File: src/rtl/enms_fifo.sv
`timescale 1ns / 1ps
// Small register queue between the column front end and the window back end.
module enms_fifo #(
    parameter int WIDTH = 56,
    parameter int DEPTH = 4
) (
    input  logic                           clk,
    input  logic                           rst_n,
    input  logic                           push,
    input  logic [WIDTH-1:0]               push_data,
    input  logic                           pop,
    output logic [WIDTH-1:0]               head_data,
    output logic                           empty,
    output logic [$clog2(DEPTH+1)-1:0]     level
);

    localparam int PW = (DEPTH > 1) ? $clog2(DEPTH) : 1;
    localparam int LW = $clog2(DEPTH + 1);

    logic [WIDTH-1:0] store_reg [DEPTH];
    logic [PW-1:0]    wr_ptr_reg, wr_ptr_next;
    logic [PW-1:0]    rd_ptr_reg, rd_ptr_next;
    logic [LW-1:0]    level_reg, level_next;

    // Pointer and fill level update
    always_comb
    begin
        wr_ptr_next = wr_ptr_reg;
        rd_ptr_next = rd_ptr_reg;
        level_next  = level_reg;
        if (push)
        begin
            wr_ptr_next = (wr_ptr_reg == PW'(DEPTH - 1)) ? '0 : wr_ptr_reg + PW'(1);
        end
        if (pop)
        begin
            rd_ptr_next = (rd_ptr_reg == PW'(DEPTH - 1)) ? '0 : rd_ptr_reg + PW'(1);
        end
        if (push && !pop)
        begin
            level_next = level_reg + LW'(1);
        end
        else if (pop && !push)
        begin
            level_next = level_reg - LW'(1);
        end
    end

    always_ff @(posedge clk or negedge rst_n)
    begin
        if (!rst_n)
        begin
            wr_ptr_reg <= '0;
            rd_ptr_reg <= '0;
            level_reg  <= '0;
        end
        else
        begin
            wr_ptr_reg <= wr_ptr_next;
            rd_ptr_reg <= rd_ptr_next;
            level_reg  <= level_next;
        end
    end

    // Storage, no reset
    always_ff @(posedge clk)
    begin
        if (push)
        begin
            store_reg[wr_ptr_reg] <= push_data;
        end
    end

    assign head_data = store_reg[rd_ptr_reg];
    assign empty     = (level_reg == '0);
    assign level     = level_reg;

endmodule

File: config.mk
export PLATFORM = sky130hd
export DESIGN_NAME = enms_fifo
export DESIGN_NICKNAME = d
export VERILOG_FILES = /design/src/rtl/enms_fifo.sv
export SDC_FILE = /design/constraint.sdc
export NUM_CORES = 1
export LEC_CHECK = 0
export BUFFER_PORTS_ARGS = -buffer_cell sky130_fd_sc_hd__buf_2
export CAP_MARGIN = 20
export CELL_PAD_IN_SITES_DETAIL_PLACEMENT = 1
export CELL_PAD_IN_SITES_GLOBAL_PLACEMENT = 2
export CORE_ASPECT_RATIO = 1.5
export CORE_MARGIN = 3
export CORE_UTILIZATION = 42
export CTS_BUF_LIST = sky130_fd_sc_hd__clkbuf_8
export DETAILED_ROUTE_END_ITERATION = 8
export PLACE_DENSITY_LB_ADDON = 0.3
export SLEW_MARGIN = 20
export SYNTH_ARGS = -nofsm -noshare
export SYNTH_HDL_FRONTEND = slang
export SYNTH_SLANG_ARGS = --single-unit
File: constraint.sdc
create_clock -name clk -period 2.4 [get_ports clk]
set_input_delay 0.24 -clock clk [delete_from_list [all_inputs] [get_ports clk]]
set_output_delay 0.24 -clock clk [all_outputs]
set_load 0.1 [all_outputs]
Word-level counts from Yosys, hierarchy flattened
Memory sizes are Yosys's and may differ from the RTL's.
Index checks and enable logic that the tools add are counted.
Storage, ports and cells
  bits in writable memories: 224
  memories: 1
  register bits after elaboration: 7
Cells by class
  mux-type cells: 6
  add/sub/neg operators: 4
  reductions and logical operators: 6
  equal/unequal tests: 2
Memories
  store_reg: words 4, bits a word 56, read ports 1, clocked after Yosys merged registers in 0, write ports 1, RTL line 20  | logic [WIDTH-1:0] store_reg [DEPTH];
Operators by type and width (number)
  $mux W3: 2
  $add A2 B1 Y2 const B: 2
  $eq A2 B2 Y1 const B: 2
  $mux W2: 2
  $add A3 B1 Y3 const B: 1
  $logic_not A3 Y1: 1
  $sub A3 B1 Y3 const B: 1
  $logic_and A1 B1 Y1: 2
  $logic_not A1 Y1: 2
  $mux W1: 2
  $reduce_bool A2 Y1: 1

Logic depth before layout (Yosys ltp)
Gate-level depths: netlist of run 1.
  word-level depth: 4
  mapped depth: 7
  mapped depth without buffers: 7

Least setup slack after synthesis of run 1
OpenSTA, ideal clock, no wires.
  kind: register -> output
  start: reg level_reg[0], in the netlist level[0]
  end: out empty
  stages on the path, launching flop included: 2
  buffers on the path: 0
  setup slack: -0.835 ns
  data required time: 2.160 ns
  arrival: 2.995 ns
  cells stage by stage: dfrtp_1 -> nor3_1
Between the ends
  longest elaborated chain between the ends: 1
RTL lines
  start, declared: RTL line 23  | logic [LW-1:0] level_reg, level_next;
  start signal, assigned: RTL line 61  | level_reg <= level_next;
  $logic_not A3 Y1: RTL line 75  | assign empty = (level_reg == '0);
  end, declared: RTL line 13  | output logic empty,
Every way passes these cells.

Final worst setup path of run 1
  start: reg rd_ptr_reg[0]
  end: out head_data[17]
Between the ends
  longest elaborated chain between the ends: 1
RTL lines
  start, declared: RTL line 22  | logic [PW-1:0] rd_ptr_reg, rd_ptr_next;
  start signal, assigned: RTL line 60  | rd_ptr_reg <= rd_ptr_next;
  $mem_v2 Z4 W56
  end, declared: RTL line 12  | output logic [WIDTH-1:0] head_data,
Every way passes these cells.

==> summary.txt, run 1 <==
Status
  • Result of the run: finished, final reports clean

CTS
  • Clock network latency to the later pin of the worst-skew pair: 0.52 ns
  • Clk sink count: 231
  • H-Tree Depth: 2
  • Clock transition at the register clock pins on the worst setup and hold paths after CTS: 0.06 ns
  • CTS tree: done
  • Largest buffer count on any clock path: 3
  • Total CTS buffers: 36
  • CTS Root Cell: sky130_fd_sc_hd__clkbuf_8

Synthesis
  • Warnings from Yosys: 0
  • Part of the Yosys area used for sequential elements: 81.1%
  • Cells after Synth: 329
  • Cell variety after synth: 20
  • Avg Cell Area, Syn: 25.9 um2
  • Cells taking the most area after synthesis: sky130_fd_sc_hd__edfxtp_1 (79%), sky130_fd_sc_hd__mux4_2 (15%), sky130_fd_sc_hd__dfrtp_1 (2.1%)
  • Share of Yosys cell area claimed by the top area cell type: 79.0%
  • Flip-flop and latch count after synthesis: 231
  • Mapped Area: 0.00851 mm2
  • Cell taking the most area after synthesis: sky130_fd_sc_hd__edfxtp_1
  • Post-synth net total: 396

STA
  • Final worst path period need: 2.32 ns
  • Final Slew Violations: 0
  • Rel. slew slack: 66.1%
  • Worst path setup slack after routing: 0.0850 ns
  • Finish-stage setup viols: 0
  • Unrepaired setup endpoints after global routing: no
  • FMAX: 0.432 GHz
  • Measured slew at the worst slew-check pin: 0.512 ns
  • Worst clock skew: 0.0218 ns
  • Final Hold Vio Count: 0
  • Period Utilization, post-route: 96.5%
  • Setup TNS after final layout: 0 ns

Placement
  • Detailed placement HPWL: 10600 um
  • Routability cong.: 0.652
  • Quantity of I/O buffers inserted on ports: 119
  • Pre-CTS setup slack: 0.408 ns

Setup path
  • Worst path arrival time: 2.08 ns
  • Worst EP required: 2.16 ns
  • Largest driver fanout on the critical path: 8
  • Type of the worst setup path: reg2out
  • Startpoint class of the critical path: flip-flop
  • CP endpoint kind: output port

Global routing
  • Antenna violations before repair: 0
  • Grt ovf: 0
  • Maximum number of pins on one net before global-route repair: 33
  • Global-route wire length before repair: 27300 um
  • Vias in the first global route: 4865
  • GRT Overall Usage: 16.5%

Detailed routing
  • Average detailed-routed wire length per instance: 20.9 um
  • DRC violations left: 0
  • Remaining antenna violation count: 0
  • Number of vias per cell after detailed routing: 4.99
  • Wirelength, routed: 17400 um
  • DR vias: 4159
  • First-pass iteration count of the detailed router: 6
  • DRT iter0 DRCs: 206

Run
  • Max cap viols: 0

Finish
  • Max FFs per register: 224
  • Number of nets in the finished design: 613
  • Area growth from synthesis to final layout: 27.9%
  • N_diodes: 0
  • End-of-flow core utilization: 54.8%
  • Fraction of layout instances using a drive strength above 1: 44.1%

Floorplan
  • Initial core utilization: 42.9%
  • Number of ports placed on the die boundary: 120
  • Area of the die: 0.0220 mm2
  • Die height: 180 um
  • Core Rows: 63
  • Core area: 0.0199 mm2
  • Horiz. Die Dim: 122 um

Hold path
  • Path category of the worst min-delay check: in2reg
## logic make-up (layout without fill, tap and decap cells)
logic type | count (synthesis) | after routing | synth area share, %
flip-flops | 231 | 231 | 81.1
multiplexers | 59 | 59 | 15.2
buffers and inverters | 17 | 262 | 1.60
AND/OR/NAND/NOR | 10 | 10 | 0.573
adder cells (fa/ha/maj) | 7 | 7 | 1.12
XOR/XNOR | 3 | 3 | 0.309
AO/OA/AOI/OAI | 2 | 2 | 0.118
## cells in the mapped netlist, drive strengths merged
| library cell | number |
|---|---|
| and2 | 4 |
| buf | 12 |
| clkbuf | 1 |
| dfrtp | 7 |
| edfxtp | 224 |
| fa | 1 |
| ha | 6 |
| inv | 4 |
| mux2 | 3 |
| mux4 | 56 |
| nand2 | 2 |
| nor2 | 3 |
| nor3 | 1 |
| o21ai | 2 |
| xnor2 | 1 |
| xor2 | 2 |
## routing by layer
metal  share of wire, %  GRT usage [%]
met3                4.1           3.30
met4                1.7           5.20
met2                 56           29.8
met1                 38           19.5
met5                  0              0
## through the flow
step	instance area, um2	instances	hold WS, ns
floorplan	8520	329	-0.0556
global placement	9510	707	0.106
detailed placement	9510	707	0.108
CTS	10800	834	0.00216
global route	10900	834	0.0231
finish	10900	834	0.0470
## placed cells by master, fill, tap and decap left out, types with 10 or more instances in the layout
cell                              n
sky130_fd_sc_hd__clkinv_2        10
sky130_fd_sc_hd__mux4_2          56
sky130_fd_sc_hd__buf_4           31
sky130_fd_sc_hd__edfxtp_1       224
sky130_fd_sc_hd__inv_1           13
sky130_fd_sc_hd__clkbuf_8        37
sky130_fd_sc_hd__dlygate4sd3_1   57
sky130_fd_sc_hd__buf_2           90
## worst paths after layout
kind,to,cells past startpoint,start,slack [ns]
worst max-delay path,head_data[17],3,rd_ptr_reg[0]$_DFFE_PN0P_,0.08
worst min-delay path,rd_ptr_reg[1]$_DFFE_PN0P_,2,pop,0.05
worst max register to register,store_reg[0][26]$_DFFE_PP_,4,wr_ptr_reg[0]$_DFFE_PN0P_,0.69
worst min register to register,level[2]$_DFFE_PN0P_,1,level[2]$_DFFE_PN0P_,0.51
max in group asynchronous,rd_ptr_reg[0]$_DFFE_PN0P_,2,rst_n,2.06
min in group asynchronous,wr_ptr_reg[0]$_DFFE_PN0P_,2,rst_n,0.11
## worst max-delay path, cell delays in order (launching register included)
cell,delay [ns]
sky130_fd_sc_hd__dfrtp_4,0.50
sky130_fd_sc_hd__buf_4,0.24
sky130_fd_sc_hd__mux4_2,0.54
sky130_fd_sc_hd__clkbuf_4,0.30
## what timing repair did
item | in CTS | in global routing
setup endpoints to repair | 48 | 24
resized for setup | 1 | 52
buffers inserted | 4 | 0
endpoints found under the hold margin | 231 | 0
hold buffers | 57 | 0
## layout make-up
class | count | area (um2)
fill | 1810 | 8970
sequential | 231 | 6910
multi-input combinational | 81 | 1490
timing repair buffer | 192 | 1460
clock buffer | 37 | 509
tap | 260 | 325
clock inverter | 29 | 185
inverter | 4 | 15.0
Power of run 1 is not shown: default switching activity piles up to over one toggle a cycle in this logic, so the estimate is an artifact.
==> run 2, diff against run 1 <==
--- a/config.mk
+++ b/config.mk
@@ -7,2 +7,3 @@
 export LEC_CHECK = 0
+export ABC_CLOCK_PERIOD_IN_PS = 2500
 export BUFFER_PORTS_ARGS = -buffer_cell sky130_fd_sc_hd__buf_2
@@ -13,3 +14,3 @@
 export CORE_MARGIN = 3
-export CORE_UTILIZATION = 42
+export CORE_UTILIZATION = 47
 export CTS_BUF_LIST = sky130_fd_sc_hd__clkbuf_8
==> constraint.sdc (replaced) <==
create_clock -name clk -period 2.5 [get_ports clk]
set_input_delay 0.25 -clock clk [delete_from_list [all_inputs] [get_ports clk]]
set_output_delay 0.25 -clock clk [all_outputs]
set_load 0.02 [all_outputs]
==> run 2 against run 1 <==
- routed wire length down 1.3%
- critical path type unchanged
- final cell count down 6.5%
- sequential cell count unchanged
==> summary.txt, run 2 (synthesis results as in run 1) <==
Status
  • Result of the run: finished, final reports clean

Setup path
  • Type of the worst setup path: reg2out
  • Largest driver fanout on the critical path: 25
  • Slowest cell on crit path: sky130_fd_sc_hd__dfrtp_4
  • Startpoint class of the critical path: flip-flop
  • Largest stage delay, worst path: 0.57 ns
  • Worst EP required: 2.25 ns
  • Worst path arrival time: 2.10 ns
  • Series of cell instances along the critical path: buf_12, mux4_2, buf_2
  • CP endpoint kind: output port
  • Origin of the worst setup path: rd_ptr_reg[0]$_DFFE_PN0P_
  • Worst R2R Start: wr_ptr_reg[0]$_DFFE_PN0P_

STA
  • Setup TNS after final layout: 0 ns
  • Unrepaired setup endpoints after global routing: no
  • FMAX: 0.426 GHz
  • Worst path setup slack after routing: 0.153 ns
  • Final worst path period need: 2.35 ns
  • Finish-stage setup viols: 0
  • Hold_ws: 0.0663 ns
  • Rel. slew slack: 62.2%
  • Period Utilization, post-route: 93.9%
  • Final Hold Vio Count: 0
  • Worst clock skew: 0.0157 ns
  • Measured slew at the worst slew-check pin: 0.567 ns
  • Final Slew Violations: 0

Global routing
  • Grt ovf: 0
  • Global-route wire length before repair: 25900 um
  • Vias in the first global route: 4659
  • Maximum number of pins on one net before global-route repair: 43
  • Antenna violations before repair: 1
  • GRT Overall Usage: 17.5%

Hold path
  • Startpoint of the lowest-slack hold path: push
  • Path category of the worst min-delay check: in2reg

Detailed routing
  • Remaining antenna violation count: 0
  • First-pass iteration count of the detailed router: 4
  • Number of vias per cell after detailed routing: 5.29
  • DRC violations left: 0
  • Wirelength, routed: 17200 um
  • Average detailed-routed wire length per instance: 22.1 um
  • DR vias: 4127
  • DRT iter0 DRCs: 233

Floorplan
  • Area of the die: 0.0198 mm2
  • Initial core utilization: 48.5%
  • Number of ports placed on the die boundary: 120
  • Horiz. Die Dim: 116 um
  • Core Rows: 59
  • Core area: 0.0176 mm2
  • Die height: 171 um

Placement
  • Routability cong.: 0.730
  • Quantity of I/O buffers inserted on ports: 119
  • Area post-placement: 0.00942 mm2
  • Pre-CTS setup slack: 0.449 ns
  • Detailed placement HPWL: 10500 um

CTS
  • Largest buffer count on any clock path: 3
  • Clock network latency to the later pin of the worst-skew pair: 0.50 ns
  • H-Tree Depth: 2
  • Total CTS buffers: 34
  • CTS tree: done
  • Clock transition at the register clock pins on the worst setup and hold paths after CTS: 0.06 ns
  • CTS Root Cell: sky130_fd_sc_hd__clkbuf_8
  • PostCTS Resize Cnt: 0
  • Clk sink count: 231

Power
  • Peak ir drop on the vdd network: 0.502 mV
  • Sw Pwr: 3.76 mW
  • Proportion of power drawn by the clock network: 22.6%
  • Cell-internal power: 7.96 mW
  • PwrDens: 1110 mW/mm2
  • Part of the total power dissipated in sequential elements: 44.8%
  • Leakage power: 3.76 nW
  • Part of the power in combinational logic: 32.6%
  • Overall power: 11.7 mW
  • Share of total power consumed by net switching: 32.1%

Run
  • Max cap viols: 0

Finish
  • Fill cell instance count of the final layout: 1548
  • Most frequent standard cell in the layout excluding fill and tap cells: sky130_fd_sc_hd__edfxtp_1
  • Number of nets in the finished design: 609
  • Fraction of layout instances using a drive strength above 1: 41.9%
  • Area growth from synthesis to final layout: 24.6%
  • Commonest cells after routing, fill and taps aside: sky130_fd_sc_hd__edfxtp_1 (224), sky130_fd_sc_hd__buf_2 (119), sky130_fd_sc_hd__dlygate4sd3_1 (57), sky130_fd_sc_hd__mux4_2 (56), sky130_fd_sc_hd__clkbuf_8 (36)
  • Max FFs per register: 224
  • Summed area of non-filler cells in the final layout: 0.0106 mm2
## run 2: final cells by class
cell class | instances | area [um2] | share of cell area, %
diodes | 1 | 2.50 | 0.0236
multi-input cells | 81 | 1480 | 14.0
clock inverters | 24 | 96.3 | 0.909
repair buffers | 190 | 1340 | 12.6
flip-flops and latches | 231 | 6910 | 65.1
well taps | 213 | 267 | 2.51
inverters | 4 | 15.0 | 0.142
clock buffers | 36 | 495 | 4.67
## run 2: power by group through the flow
stage	combinational [mW]	clock, mW	sequential (mW)
floorplan	2.72	0	5.22
global placement	3.74	0	5.33
detailed placement	3.76	0	5.39
CTS	3.92	2.73	5.26
global route	4.10	2.89	5.32
finish	3.82	2.65	5.25
## run 2: timing repair
action,4_1_cts,5_1_grt
endpoints found under the hold margin,224,0
setup buffers,1,0
hold buffers,57,0
setup endpoints to repair,37,0
## run 2: worst max-delay path: cells and delay by family (launching register included)
kind	cells	cell delay (ns)
mux	1	0.57
flops	1	0.57
buf+inv	2	0.46
## run 2: per-stage QoR
stage,utilization (%),instances
after CTS,60.3,779
after detailed placement,53.6,661
final,60.4,780
after global placement,53.6,661
after global routing,60.4,780
after floorplan,-,329
## run 2: worst paths after layout
kind / cells past startpoint / to / slack, ns
min in group asynchronous: 2 / rd_ptr_reg[0]$_DFFE_PN0P_ / 0.15
worst min register to register: 1 / level[2]$_DFFE_PN0P_ / 0.50
worst max-delay path: 3 / head_data[33] / 0.15
worst min-delay path: 2 / wr_ptr_reg[0]$_DFFE_PN0P_ / 0.07
worst max register to register: 4 / store_reg[2][41]$_DFFE_PP_ / 0.81
max in group asynchronous: 2 / rd_ptr_reg[0]$_DFFE_PN0P_ / 2.14
## run 2: metal layers
layer  part of all wire, %  vias up  track usage (%)
li1                      -     1827                -
met4                   2.4        0             5.50
met1                    38     2144             20.9
met3                   3.8       37             2.80
met2                    56      119             32.1
met5                     0        -                0
Note: power is estimated with default switching activity, not from simulation.
