<file path="src/rtl/enms_pkg.sv">
`timescale 1ns / 1ps
// Shared types and constants of the edge non-maximum suppression block.
package enms_pkg;

    // Default sizes, handed to the top-level parameters
    localparam int DEFAULT_MAX_WIDTH = 2048;
    localparam int DEFAULT_MAG_BITS  = 16;

    // Front-to-back column queue depth
    localparam int QUEUE_DEPTH = 4;

    // Fixed field widths
    localparam int DIR_W       = 3;
    localparam int ROW_W       = 12;
    localparam int CFG_INDEX_W = 8;
    localparam int CFG_DATA_W  = 12;
    localparam int TUSER_IN_W  = 4;

    // Configuration register indexes
    localparam logic [CFG_INDEX_W-1:0] REG_FRAME_WIDTH  = 8'd0;
    localparam logic [CFG_INDEX_W-1:0] REG_FRAME_HEIGHT = 8'd1;

    // Register reset values
    localparam int FRAME_WIDTH_RESET  = 640;
    localparam int FRAME_HEIGHT_RESET = 480;

    // Quantized gradient direction codes
    typedef enum logic [DIR_W-1:0] {
        DIR_NONE    = 3'd0,
        DIR_HORIZ   = 3'd1,
        DIR_VERT    = 3'd2,
        DIR_DIAG_UR = 3'd3,
        DIR_DIAG_UL = 3'd4
    } dir_t;

    // Per-column control carried from front to back
    typedef struct packed {
        logic first_col;  // window refills with this column
        logic last_col;   // row ends with this column
        logic emit;       // not the top row: results are due
        logic flush_row;  // column of the flush row
    } ctl_t;

endpackage

</file>
<file path="src/rtl/enms_back.sv">
`timescale 1ns / 1ps
// Back end: 3x3 window, suppression compares and two-slot result buffer.
module enms_back #(
    parameter int MAG_BITS = 16
) (
    input  logic                                   clk,
    input  logic                                   rst_n,
    // column queue
    input  logic                                   q_empty,
    input  logic [3*MAG_BITS+enms_pkg::DIR_W+$bits(enms_pkg::ctl_t)-1:0] q_data,
    output logic                                   q_pop,
    // results
    output logic                                   out_valid,
    input  logic                                   out_ready,
    output logic [MAG_BITS-1:0]                    out_mag,
    output logic                                   out_last,
    output logic                                   out_frame
);

    import enms_pkg::*;

    // Window: [row: upper, middle, lower][col: oldest..newest]
    logic [MAG_BITS-1:0] win_reg [3][3];
    logic [MAG_BITS-1:0] win_next [3][3];
    logic [DIR_W-1:0]    dwin_reg [3];
    logic [DIR_W-1:0]    dwin_next [3];

    // Result slots, slot 0 drives the output
    logic [MAG_BITS-1:0] slot_mag_reg [2];
    logic [MAG_BITS-1:0] slot_mag_next [2];
    logic                slot_last_reg [2];
    logic                slot_last_next [2];
    logic                slot_frame_reg [2];
    logic                slot_frame_next [2];
    logic [1:0]          cnt_reg, cnt_next;

    logic [MAG_BITS-1:0] h_up, h_mid, h_low;
    logic [DIR_W-1:0]    h_dir;
    ctl_t                h_ctl;
    logic [MAG_BITS-1:0] res_a, res_b;
    logic                emit_a, emit_b;
    logic [1:0]          n;
    logic [1:0]          nres;

    // Local maximum test along the coded direction
    function automatic logic [MAG_BITS-1:0] nms(
        input logic [DIR_W-1:0]    d,
        input logic [MAG_BITS-1:0] ctr,
        input logic [MAG_BITS-1:0] l,
        input logic [MAG_BITS-1:0] r,
        input logic [MAG_BITS-1:0] u,
        input logic [MAG_BITS-1:0] b,
        input logic [MAG_BITS-1:0] ur,
        input logic [MAG_BITS-1:0] bl,
        input logic [MAG_BITS-1:0] ul,
        input logic [MAG_BITS-1:0] br
    );
        logic [MAG_BITS-1:0] a;
        logic [MAG_BITS-1:0] c;
        logic [MAG_BITS-1:0] m;
        case (dir_t'(d))
            DIR_HORIZ:
            begin
                a = l;
                c = r;
            end
            DIR_VERT:
            begin
                a = u;
                c = b;
            end
            DIR_DIAG_UR:
            begin
                a = ur;
                c = bl;
            end
            DIR_DIAG_UL:
            begin
                a = ul;
                c = br;
            end
            default:
            begin
                a = '0;
                c = '0;
            end
        endcase
        m = (a > c) ? a : c;
        return (ctr > m) ? ctr : '0;
    endfunction

    assign {h_ctl, h_dir, h_low, h_mid, h_up} = q_data;

    // Window after taking the head column; first column refills all three
    always_comb
    begin
        for (int k = 0; k < 3; k++)
        begin
            if (h_ctl.first_col)
            begin
                win_next[0][k] = h_up;
                win_next[1][k] = h_mid;
                win_next[2][k] = h_low;
                dwin_next[k]   = h_dir;
            end
            else if (k < 2)
            begin
                win_next[0][k] = win_reg[0][k+1];
                win_next[1][k] = win_reg[1][k+1];
                win_next[2][k] = win_reg[2][k+1];
                dwin_next[k]   = dwin_reg[k+1];
            end
            else
            begin
                win_next[0][k] = h_up;
                win_next[1][k] = h_mid;
                win_next[2][k] = h_low;
                dwin_next[k]   = h_dir;
            end
        end
    end

    // Middle column result and right-edge result
    assign res_a = nms(dwin_next[1], win_next[1][1], win_next[1][0], win_next[1][2],
                       win_next[0][1], win_next[2][1], win_next[0][2], win_next[2][0],
                       win_next[0][0], win_next[2][2]);
    assign res_b = nms(dwin_next[2], win_next[1][2], win_next[1][1], win_next[1][2],
                       win_next[0][2], win_next[2][2], win_next[0][2], win_next[2][1],
                       win_next[0][1], win_next[2][2]);

    assign emit_a = h_ctl.emit && !h_ctl.first_col;
    assign emit_b = h_ctl.emit && h_ctl.last_col;
    assign nres   = 2'(emit_a) + 2'(emit_b);

    // Slot buffer: retire head on transfer, then append this column's results
    always_comb
    begin
        slot_mag_next   = slot_mag_reg;
        slot_last_next  = slot_last_reg;
        slot_frame_next = slot_frame_reg;
        n = cnt_reg;
        if ((cnt_reg != 2'd0) && out_ready)
        begin
            slot_mag_next[0]   = slot_mag_reg[1];
            slot_last_next[0]  = slot_last_reg[1];
            slot_frame_next[0] = slot_frame_reg[1];
            n = n - 2'd1;
        end
        q_pop = !q_empty && (({1'b0, n} + {1'b0, nres}) <= 3'd2);
        if (q_pop && emit_a)
        begin
            slot_mag_next[n[0]]   = res_a;
            slot_last_next[n[0]]  = !h_ctl.last_col;
            slot_frame_next[n[0]] = 1'b0;
            n = n + 2'd1;
        end
        if (q_pop && emit_b)
        begin
            slot_mag_next[n[0]]   = res_b;
            slot_last_next[n[0]]  = 1'b1;
            slot_frame_next[n[0]] = h_ctl.flush_row;
            n = n + 2'd1;
        end
        cnt_next = n;
    end

    always_ff @(posedge clk or negedge rst_n)
    begin
        if (!rst_n)
        begin
            cnt_reg <= 2'd0;
            for (int k = 0; k < 3; k++)
            begin
                win_reg[0][k] <= '0;
                win_reg[1][k] <= '0;
                win_reg[2][k] <= '0;
                dwin_reg[k]   <= '0;
            end
        end
        else
        begin
            cnt_reg <= cnt_next;
            if (q_pop)
            begin
                win_reg  <= win_next;
                dwin_reg <= dwin_next;
            end
        end
    end

    always_ff @(posedge clk)
    begin
        slot_mag_reg   <= slot_mag_next;
        slot_last_reg  <= slot_last_next;
        slot_frame_reg <= slot_frame_next;
    end

    assign out_valid = (cnt_reg != 2'd0);
    assign out_mag   = slot_mag_reg[0];
    assign out_last  = slot_last_reg[0];
    assign out_frame = slot_frame_reg[0];

endmodule

</file>
<file path="config.mk">
export PLATFORM = sky130hd
export DESIGN_NAME = enms_back
export DESIGN_NICKNAME = d
export VERILOG_FILES = /design/src/rtl/enms_pkg.sv /design/src/rtl/enms_back.sv
export SDC_FILE = /design/constraint.sdc
export NUM_CORES = 1
export LEC_CHECK = 0
export BUFFER_PORTS_ARGS = -buffer_cell sky130_fd_sc_hd__buf_2
export CAP_MARGIN = 0
export CORE_MARGIN = 3
export CORE_UTILIZATION = 35
export CTS_CLUSTER_DIAMETER = 150
export DETAILED_ROUTE_END_ITERATION = 6
export SYNTH_ARGS = -nofsm -noshare
export SYNTH_HDL_FRONTEND = slang
export SYNTH_SLANG_ARGS = --single-unit
export TNS_END_PERCENT = 5
</file>
<file path="constraint.sdc">
create_clock -name clk -period 5.7 [get_ports clk]
set_input_delay 1.14 -clock clk [delete_from_list [all_inputs] [get_ports clk]]
set_output_delay 1.14 -clock clk [all_outputs]
set_load 0.03 [all_outputs]
</file>
---- Word level (Yosys, flattened, before mapping) ----
Index checks and enable logic that the tools add are counted.
word-level totals
  output and inout bits ................... 20
  register bits ........................... 137
  input bits .............................. 59
  word-level logic and storage cells ...... 94
cells by class
  add/sub/neg operators ................... 5
  bitwise logic cells ..................... 5
  muxes and demuxes ....................... 39
  eq/ne operators ......................... 8
  reduce and logical (&&, ||, !) cells .... 14
  magnitude comparators ................... 9
operators with widths
  kind                 number
  $mux 16              13
  $pmux 16 s4          2
  $pmux 16 s3          2
  $bwmux 32            2
  $gt 16x16->1         4
  $mux 32              2
  $demux 16 s1         2
  $mux 2               7
  $eq 3x2->1 const B   4
  $logic_and 1x1->1    8
  $eq 3x1->1 const B   2
  $eq 3x3->1 const B   2
  $add 2x1->2 const B  2
  $bwmux 2             2
  $ge 2x2->1 const B   2
  $lt 2x1->1 const B   2
  $mux 1               4
  $not 1->2            2
  $reduce_or 2->1      2
  $add 2x2->3          1
  $le 3x2->1 const B   1
  $logic_not 1->1      3
  $mux 3               1
  $add 1x1->2          1
  other kinds (6)      7

---- Longest topological paths before layout ----
Gate-level depths: netlist of run 1.
  depth after elaboration ................. 15
  depth in mapped cells ................... 26
  mapped depth without buffers ............ 20

---- Least setup slack after synthesis of run 1 ----
No wires, ideal clock.
  kind .................................... in2reg
  start point ............................. in q_data[49] (netlist bit)
  end point ............................... reg slot_mag_reg, in the netlist out_mag[11]
  required time ........................... 5.578 ns
  slack ................................... -0.209 ns
  buffers on the path ..................... 7
  data arrival time ....................... 5.787 ns
  library setup time ...................... 0.122 ns
  stages .................................. 25
  path through ............................ buf_2 -> nor2b_1 -> buf_2 -> a21o_1 -> buf_2 -> a32o_1 -> a221o_1 -> ha_1 -> nand4_1 -> or4_1 -> or2_0 -> o31a_1 -> buf_6 -> buf_6 -> nor2_1 -> a21oi_1 -> ha_1 -> nand4_1 -> nor4_1 -> and2_1 -> nor2b_1 -> buf_2 -> and2_1 -> buf_2 -> a221o_1
RTL lines
  element               RTL line          source
  from (decl)           enms_back.sv:10   input logic [3*MAG_BITS+enms_pkg::DIR_W+$bits(enms_pkg::ctl_t)-1:0] q_data,
  to (signal assigned)  enms_back.sv:193  slot_mag_reg <= slot_mag_next;
  to (decl)             enms_back.sv:29   logic [MAG_BITS-1:0] slot_mag_reg [2];

==> flow_metrics.env, run 1 <==
export IMPL_status="complete, no violations"
export IMPL_hold_viol_final=0
export IMPL_htree_levels=4
export IMPL_place_ws_ns=-0.4553
export IMPL_endpoint_kind="flip-flop"
export IMPL_peakVddDrop_v=0.0002249
export IMPL_grt_pass1_vias=9813
export IMPL_die_area_mm2=0.03085
export IMPL_fin_nets=1585
export IMPL_yosys_area_share_adder_pct=8.523
export IMPL_gp_congestion=0.9025
export IMPL_largest_register_ffs=96
export IMPL_final_util_pct=46.06
export IMPL_fmax_mhz=181.8
export IMPL_core_area_mm2=0.02809
export IMPL_whs_ns=0.4728
export IMPL_r2r_start="dwin_reg[1]"
export IMPL_clock_path_buffers=2
export IMPL_synth_simple_area_share_pct=18.16
export IMPL_crit_start="q_data[54]"
export IMPL_synth_seq_cells=137
export IMPL_vias_per_cell=5.480
export IMPL_drive_gt1_share_pct=26.85
export IMPL_drc=0
export IMPL_worstHoldPathType="flip-flop to flip-flop"
export IMPL_startpoint_type="input pin"
export IMPL_critical_path_max_stage_delay_ns=0.45
export IMPL_reg2reg_setup_slack_ns=0.61
export IMPL_synth_edf_count=0
export IMPL_start_util_pct=35.86
export IMPL_overflow=0
export IMPL_first_pass_iters=5
export IMPL_post_route_period_util_pct=96.53
export IMPL_post_route_min_period_ns=5.502
export IMPL_cts_reportedPaths_clkPinSlew_ns=0.07
export IMPL_cts_root_buf="clkbuf_16"
export IMPL_area_growth_synth_to_final_pct=28.46
export IMPL_drv_slew=0
export IMPL_synth_net_count=1371
export IMPL_wl_per_cell_um=20.26
export IMPL_route_top_layer_used="met4"
export IMPL_worstSetupPathType="input pin to flip-flop"
export IMPL_finalWorstSetupSlack_ns=0.1980
export IMPL_ys_warnings_count=0
export IMPL_placementRows=61
export IMPL_pin_count=79
export IMPL_setup_viol=0
export IMPL_antenna_found_initial=0
export IMPL_numClockSinks=137
export IMPL_synthFlopType="dfrtp_1"
export IMPL_ant_nets=0
export IMPL_met3_length_mm=1.768
export IMPL_cts_tree="yes"
export IMPL_power_total_w=0.006636
export IMPL_cts_buffers=17
export IMPL_synthDistinctLibCells=59
export IMPL_path_max_fanout=21
export IMPL_synth_avg_cell_area_um2=8.096
export IMPL_vias=10130
export IMPL_synthesis_area_mm2=0.01007
export IMPL_antenna_cells=0
export IMPL_seq_area_frac_synth_pct=32.25
export IMPL_synth_top_family_by_area="compound AO/OA/AOI/OAI gates"
export IMPL_drtIter0Drc=932
export IMPL_synth_compound_area_share_pct=22.18
export IMPL_dp_hpwl_mm=28.24
export IMPL_clock_latency_ns=0.44
export IMPL_die_h_um=175.6
export IMPL_drt_met1_wl_mm=16.88
export IMPL_crit_chain="buf_12 -> buf_12 -> buf_8 -> mux2_2 -> a32o_1 -> a221o_1 -> ha_1 -> nand4_1 -> or4_4 -> a21oi_1 -> o31a_1 -> buf_12 -> mux2i_1 -> ha_1 -> nand4_1 -> buf_4 -> nor3_1 -> nor3_1 -> nand4_1 -> and2_4 -> a221o_1"
export IMPL_syn_inst=1244
export IMPL_slowest_stage="or4_4"
export IMPL_grt_pass1_wl_mm=57.64
export IMPL_die_x_um=175.6
export IMPL_port_buffers=78
export IMPL_min_from="win_reg[49]"
export IMPL_synthMuxAreaShare_pct=11.36
export IMPL_cap_violations=0
export IMPL_synth_xor_xnor_area_share_pct=0.5094
export IMPL_finClkSkew_ns=0.01590
export IMPL_cp_data_arrival_time_ns=5.82
export IMPL_grt_max_degree=70
export IMPL_hold_buffers=0
export IMPL_route_met2_wl_mm=17.40
export IMPL_tightestPinTransition_ns=0.9684
export IMPL_track_usage_pct=24.10
export IMPL_required_ns=6.02
export IMPL_p_per_area_mw_per_mm2=512.9
export IMPL_async_flop_share_pct=73.72
export IMPL_drt_wl_total_mm=37.46
export IMPL_slew_headroom_pct=35.44
export IMPL_power_leakage_nw=6.131
[routing by layer]
metal / vias to the layer above / track usage [%]
li1: 4842 / -
met1: 4887 / 32.60
met2: 335 / 39.33
met3: 68 / 2.918
met4: 0 / 9.502
met5: - / 0
[logic make-up after synthesis]
| family | Yosys count |
|---|---|
| AO/OA/AOI/OAI | 340 |
| XOR/XNOR | 5 |
| adder cells (fa/ha/maj) | 68 |
| buffers and inverters | 148 |
| flip-flops | 137 |
| multiplexers | 109 |
| AND/OR/NAND/NOR | 437 |
[power by group]
part	switching, W	internal, W	leakage [nW]
sequential	0.000256	0.00143	1.54
combinational	0.00220	0.00161	4.30
clock	0.000535	0.000610	0.290
total	0.00299	0.00365	6.13
[worst paths after layout]
path                       cells past startpoint            to
hold reg to reg                                2   win_reg[49]
setup reg to reg                              21    out_mag[1]
setup / recovery                              21    out_mag[1]
max in group asynchronous                      2  win_reg[111]
min in group asynchronous                      1   win_reg[30]
hold / removal                                 2   win_reg[49]
[through the flow]
stage / cells / TNS (ns) / cell area [µm²]
global route: 1849 / -0.05824 / 12940
detailed placement: 1802 / -12.08 / 12100
finish: 1849 / 0 / 12940
floorplan: 1244 / 0 / 10090
global placement: 1802 / -11.17 / 12100
CTS: 1834 / 0 / 12700
[final cells by class]
| type | instances | area (µm²) |
|---|---|---|
| timing repair buffer | 295 | 2202 |
| clock buffer | 18 | 450.4 |
| inverter | 48 | 180.2 |
| fill | 2865 | 15150 |
| tap | 378 | 473.0 |
| sequential | 137 | 3248 |
| multi-input combinational | 959 | 6237 |
| clock inverter | 14 | 146.4 |
[Yosys cell counts (all sizes together) (2+ instances only)]
master,instances,area (µm²)
nor4,2,12.51
o221ai,11,96.34
or4,2,15.01
o211ai,15,112.6
buf,54,354.1
and2,4,25.03
ha,67,838.3
nand3,20,105.1
mux2i,70,704.4
a21oi,110,554.3
mux2,39,439.2
a211oi,3,22.52
inv,48,180.2
o2bb2ai,9,78.83
nor3b,2,15.01
o21ai,81,405.4
a31oi,10,68.81
dfrtp,101,2527
nor3,3,15.01
clkbuf,46,172.7
nand2b,8,50.05
nor2b,21,138.9
dfxtp,36,720.7
a21o,4,30.03
a2111o,2,22.52
o32ai,2,17.52
o21a,17,127.6
a32oi,15,131.4
nand2,270,1013
a221o,28,280.3
a32o,4,40.04
xnor2,4,42.55
nor2,88,330.3
a22oi,20,150.1
a221oi,3,26.28
nand4,14,87.58
[critical path, delay by kind of cell]
kind                       cells  cell delay (ns)
adders and majority gates      2             0.56
buffers and inverters          5             0.76
muxes                          2             0.58
AOI/OAI and AO/OA              5             1.24
and+or+nand+nor                7             1.52
[cell usage in the layout (no fill, tap or decap), drive strengths merged, types with 5 or more instances in the layout]
| cell | count |
|---|---|
| clkinv | 5 |
| a21oi | 110 |
| o21a | 17 |
| inv | 56 |
| o21ai | 81 |
| o2bb2ai | 9 |
| nor2 | 88 |
| nor2b | 21 |
| o221ai | 11 |
| mux2 | 39 |
| buf | 294 |
| dfxtp | 36 |
| nand4 | 14 |
| a221o | 28 |
| dfrtp | 101 |
| clkbuf | 19 |
| nand2 | 270 |
| ha | 67 |
| nand2b | 8 |
| o211ai | 15 |
| nand3 | 20 |
| a31oi | 10 |
| a22oi | 20 |
| a32oi | 15 |
| mux2i | 70 |
[repair_timing]
item                                   4_1_cts  5_1_grt
setup buffers                                0       14
resized for setup                            1       29
cloned                                       0        1
setup endpoints to repair                    1       32
pin swaps                                    0        9
endpoints found under the hold margin        0        0
No activity file was read; power rests on OpenSTA's default activity.
==> inputs of run 2 (changes only) <==
==> constraint.sdc (replaced) <==
create_clock -name clk -period 7 [get_ports clk]
set_input_delay 1.4 -clock clk [delete_from_list [all_inputs] [get_ports clk]]
set_output_delay 1.4 -clock clk [all_outputs]
set_load 0.03 [all_outputs]
==> run 2 against run 1 <==
Effect of this change:
- global-route usage fell by 1.1 points
- via count fell by 5.3%
- first-iteration DRC count grew 3.6%
- clock power is 20% lower
- clock skew shrank 0.0070 ns
- final cell count decreased by 9.0%
- routed wire length fell by 4.7%
- total power down 25%
==> flow_metrics.env, run 2 (synthesis results as in run 1) <==
export IMPL_slew_headroom_pct=20.41
export IMPL_rr_worst_depth=18
export IMPL_core_area_mm2=0.02809
export IMPL_final_cell_mix="nand2_1 (270), a21oi_1 (109), dfrtp_1 (101), nor2_1 (87), o21ai_0 (79)"
export IMPL_cap_violations=0
export IMPL_cts_buffers=17
export IMPL_status="complete, no violations"
export IMPL_pin_count=79
export IMPL_endpoint_kind="flip-flop"
export IMPL_first_pass_iters=6
export IMPL_cts_resized=0
export IMPL_cts_tree="yes"
export IMPL_peakVddDrop_v=0.0001808
export IMPL_largest_register_ffs=96
export IMPL_startpoint_type="input pin"
export IMPL_die_h_um=175.6
export IMPL_drv_slew=0
export IMPL_ant_nets=0
export IMPL_die_x_um=175.6
export IMPL_rsz0062_at_grt="false"
export IMPL_clock_latency_ns=0.43
export IMPL_p_per_area_mw_per_mm2=431.5
export IMPL_cts_root_buf="clkbuf_16"
export IMPL_antenna_found_initial=0
export IMPL_min_from="slot_frame_reg[0]"
export IMPL_drt_wl_total_mm=35.71
export IMPL_hold_viol_final=0
export IMPL_overflow=0
export IMPL_hold_buffers=0
export IMPL_reg2reg_setup_slack_ns=1.37
export IMPL_fmax_mhz=153.3
export IMPL_grt_pass1_wl_mm=55.09
export IMPL_gp_congestion=1.008
export IMPL_setup_viol=0
export IMPL_die_area_mm2=0.03085
export IMPL_multi_input_area_mm2=0.006151
export IMPL_whs_ns=0.4709
export IMPL_path_max_fanout=33
export IMPL_power_leakage_nw=5.282
export IMPL_fin_nets=1419
export IMPL_slowest_stage="or4_1"
export IMPL_path_delay_family="simple AND/OR/NAND/NOR gates"
export IMPL_cp_data_arrival_time_ns=6.84
export IMPL_area_growth_synth_to_final_pct=13.90
export IMPL_tns_ns=0
export IMPL_vias_per_cell=5.702
export IMPL_grt_pass1_vias=9193
export IMPL_fill_cells=2911
export IMPL_critical_path_buf_inv_count=3
export IMPL_track_usage_pct=22.99
export IMPL_finClkSkew_ns=0.008889
export IMPL_layout_commonest_cell="nand2_1"
export IMPL_start_util_pct=35.86
export IMPL_worstSetupPathType="input pin to flip-flop"
export IMPL_drtIter0Drc=966
export IMPL_antenna_cells=0
export IMPL_tightestPinTransition_ns=1.187
export IMPL_vias=9596
export IMPL_drc=0
export IMPL_port_buffers=78
export IMPL_post_route_min_period_ns=6.524
export IMPL_cts_reportedPaths_clkPinSlew_ns=0.07
export IMPL_critical_path_max_stage_delay_ns=0.57
export IMPL_post_route_period_util_pct=93.20
export IMPL_worstHoldPathType="flip-flop to flip-flop"
export IMPL_numClockSinks=137
export IMPL_post_cts_buffers=0
export IMPL_htree_levels=4
export IMPL_r2r_end="out_mag[11]"
export IMPL_crit_start="q_data[54]"
export IMPL_drive_gt1_share_pct=16.32
export IMPL_seqCellArea_mm2=0.003248
export IMPL_dp_hpwl_mm=26.18
export IMPL_grt_max_degree=74
export IMPL_crit_chain="buf_4 -> buf_12 -> mux2i_1 -> nand2_1 -> o211ai_1 -> o221ai_1 -> ha_1 -> nand4_1 -> or4_1 -> or2_0 -> o31a_1 -> buf_4 -> mux2i_1 -> ha_1 -> nand4_1 -> nor4_1 -> and2_1 -> nor2b_1 -> and2_1 -> a221o_1"
export IMPL_worstHoldEndpoint="slot_frame_reg[0]"
export IMPL_r2r_start="dwin_reg[0]"
export IMPL_whs_path_depth=2
export IMPL_required_ns=7.32
export IMPL_clock_path_buffers=2
export IMPL_wl_per_cell_um=21.22
export IMPL_placementRows=61
==> run 2: cell count changes in the layout (fill, tap and decap cells not counted), sizes merged <==
cell,change
buf,-165
clkbuf,-2
clkinv,-3
bufinv,+1
inv,+3
==> run 2: final cells by class <==
cell class | count | share of cell area, %
inverter | 48 | 1.571
timing repair buffer | 129 | 7.330
multi-input combinational | 959 | 53.62
clock buffer | 17 | 3.709
sequential | 137 | 28.32
clock inverter | 15 | 1.331
tap | 378 | 4.123
==> run 2: worst max-delay path by stage <==
stage                      endpoint  depth (start not counted)  slack [ns]
global placement    slot_mag_reg[8]                         25        0.23
finish                  out_mag[11]                         20        0.48
CTS                     out_mag[11]                         20        0.59
floorplan               out_mag[11]                         25        0.83
global route        slot_mag_reg[4]                         25        0.13
detailed placement       out_mag[3]                         20        0.15
==> run 2: power breakdown <==
part	internal (W)	switching [W]	total, W
Combinational	0.000972	0.00166	0.00264
Sequential	0.00117	0.000222	0.00139
Clock	0.000505	0.000420	0.000925
Total	0.00264	0.00231	0.00495
==> run 2: metrics by stage <==
stage | worst slack [ns] | util [%] | power [W] | instances | instance area (µm²)
global route | 0.1341 | 40.84 | 0.005335 | 1683 | 11470
detailed placement | 0.1483 | 38.78 | 0.004000 | 1651 | 10890
floorplan | 0.8311 | - | 0.003262 | 1244 | 10070
global placement | 0.2291 | 38.78 | 0.003938 | 1651 | 10890
CTS | 0.5902 | 40.84 | 0.004937 | 1683 | 11470
finish | 0.4758 | 40.84 | 0.004950 | 1683 | 11470
==> run 2: per-layer routing <==
metal  wire [µm]  GRT usage, %  vias to the layer above
met5           0             0                        -
li1            -             -                     4512
met3        2964         4.302                       83
met1       15000         30.86                     4555
met4        1576         9.700                        0
met2       16160         36.33                      446
==> run 2: worst min-delay path, stage by stage, from the launching register on <==
cell	delay, ns
dfxtp_1	0.31
nand2_1	0.05
o21ai_0	0.06
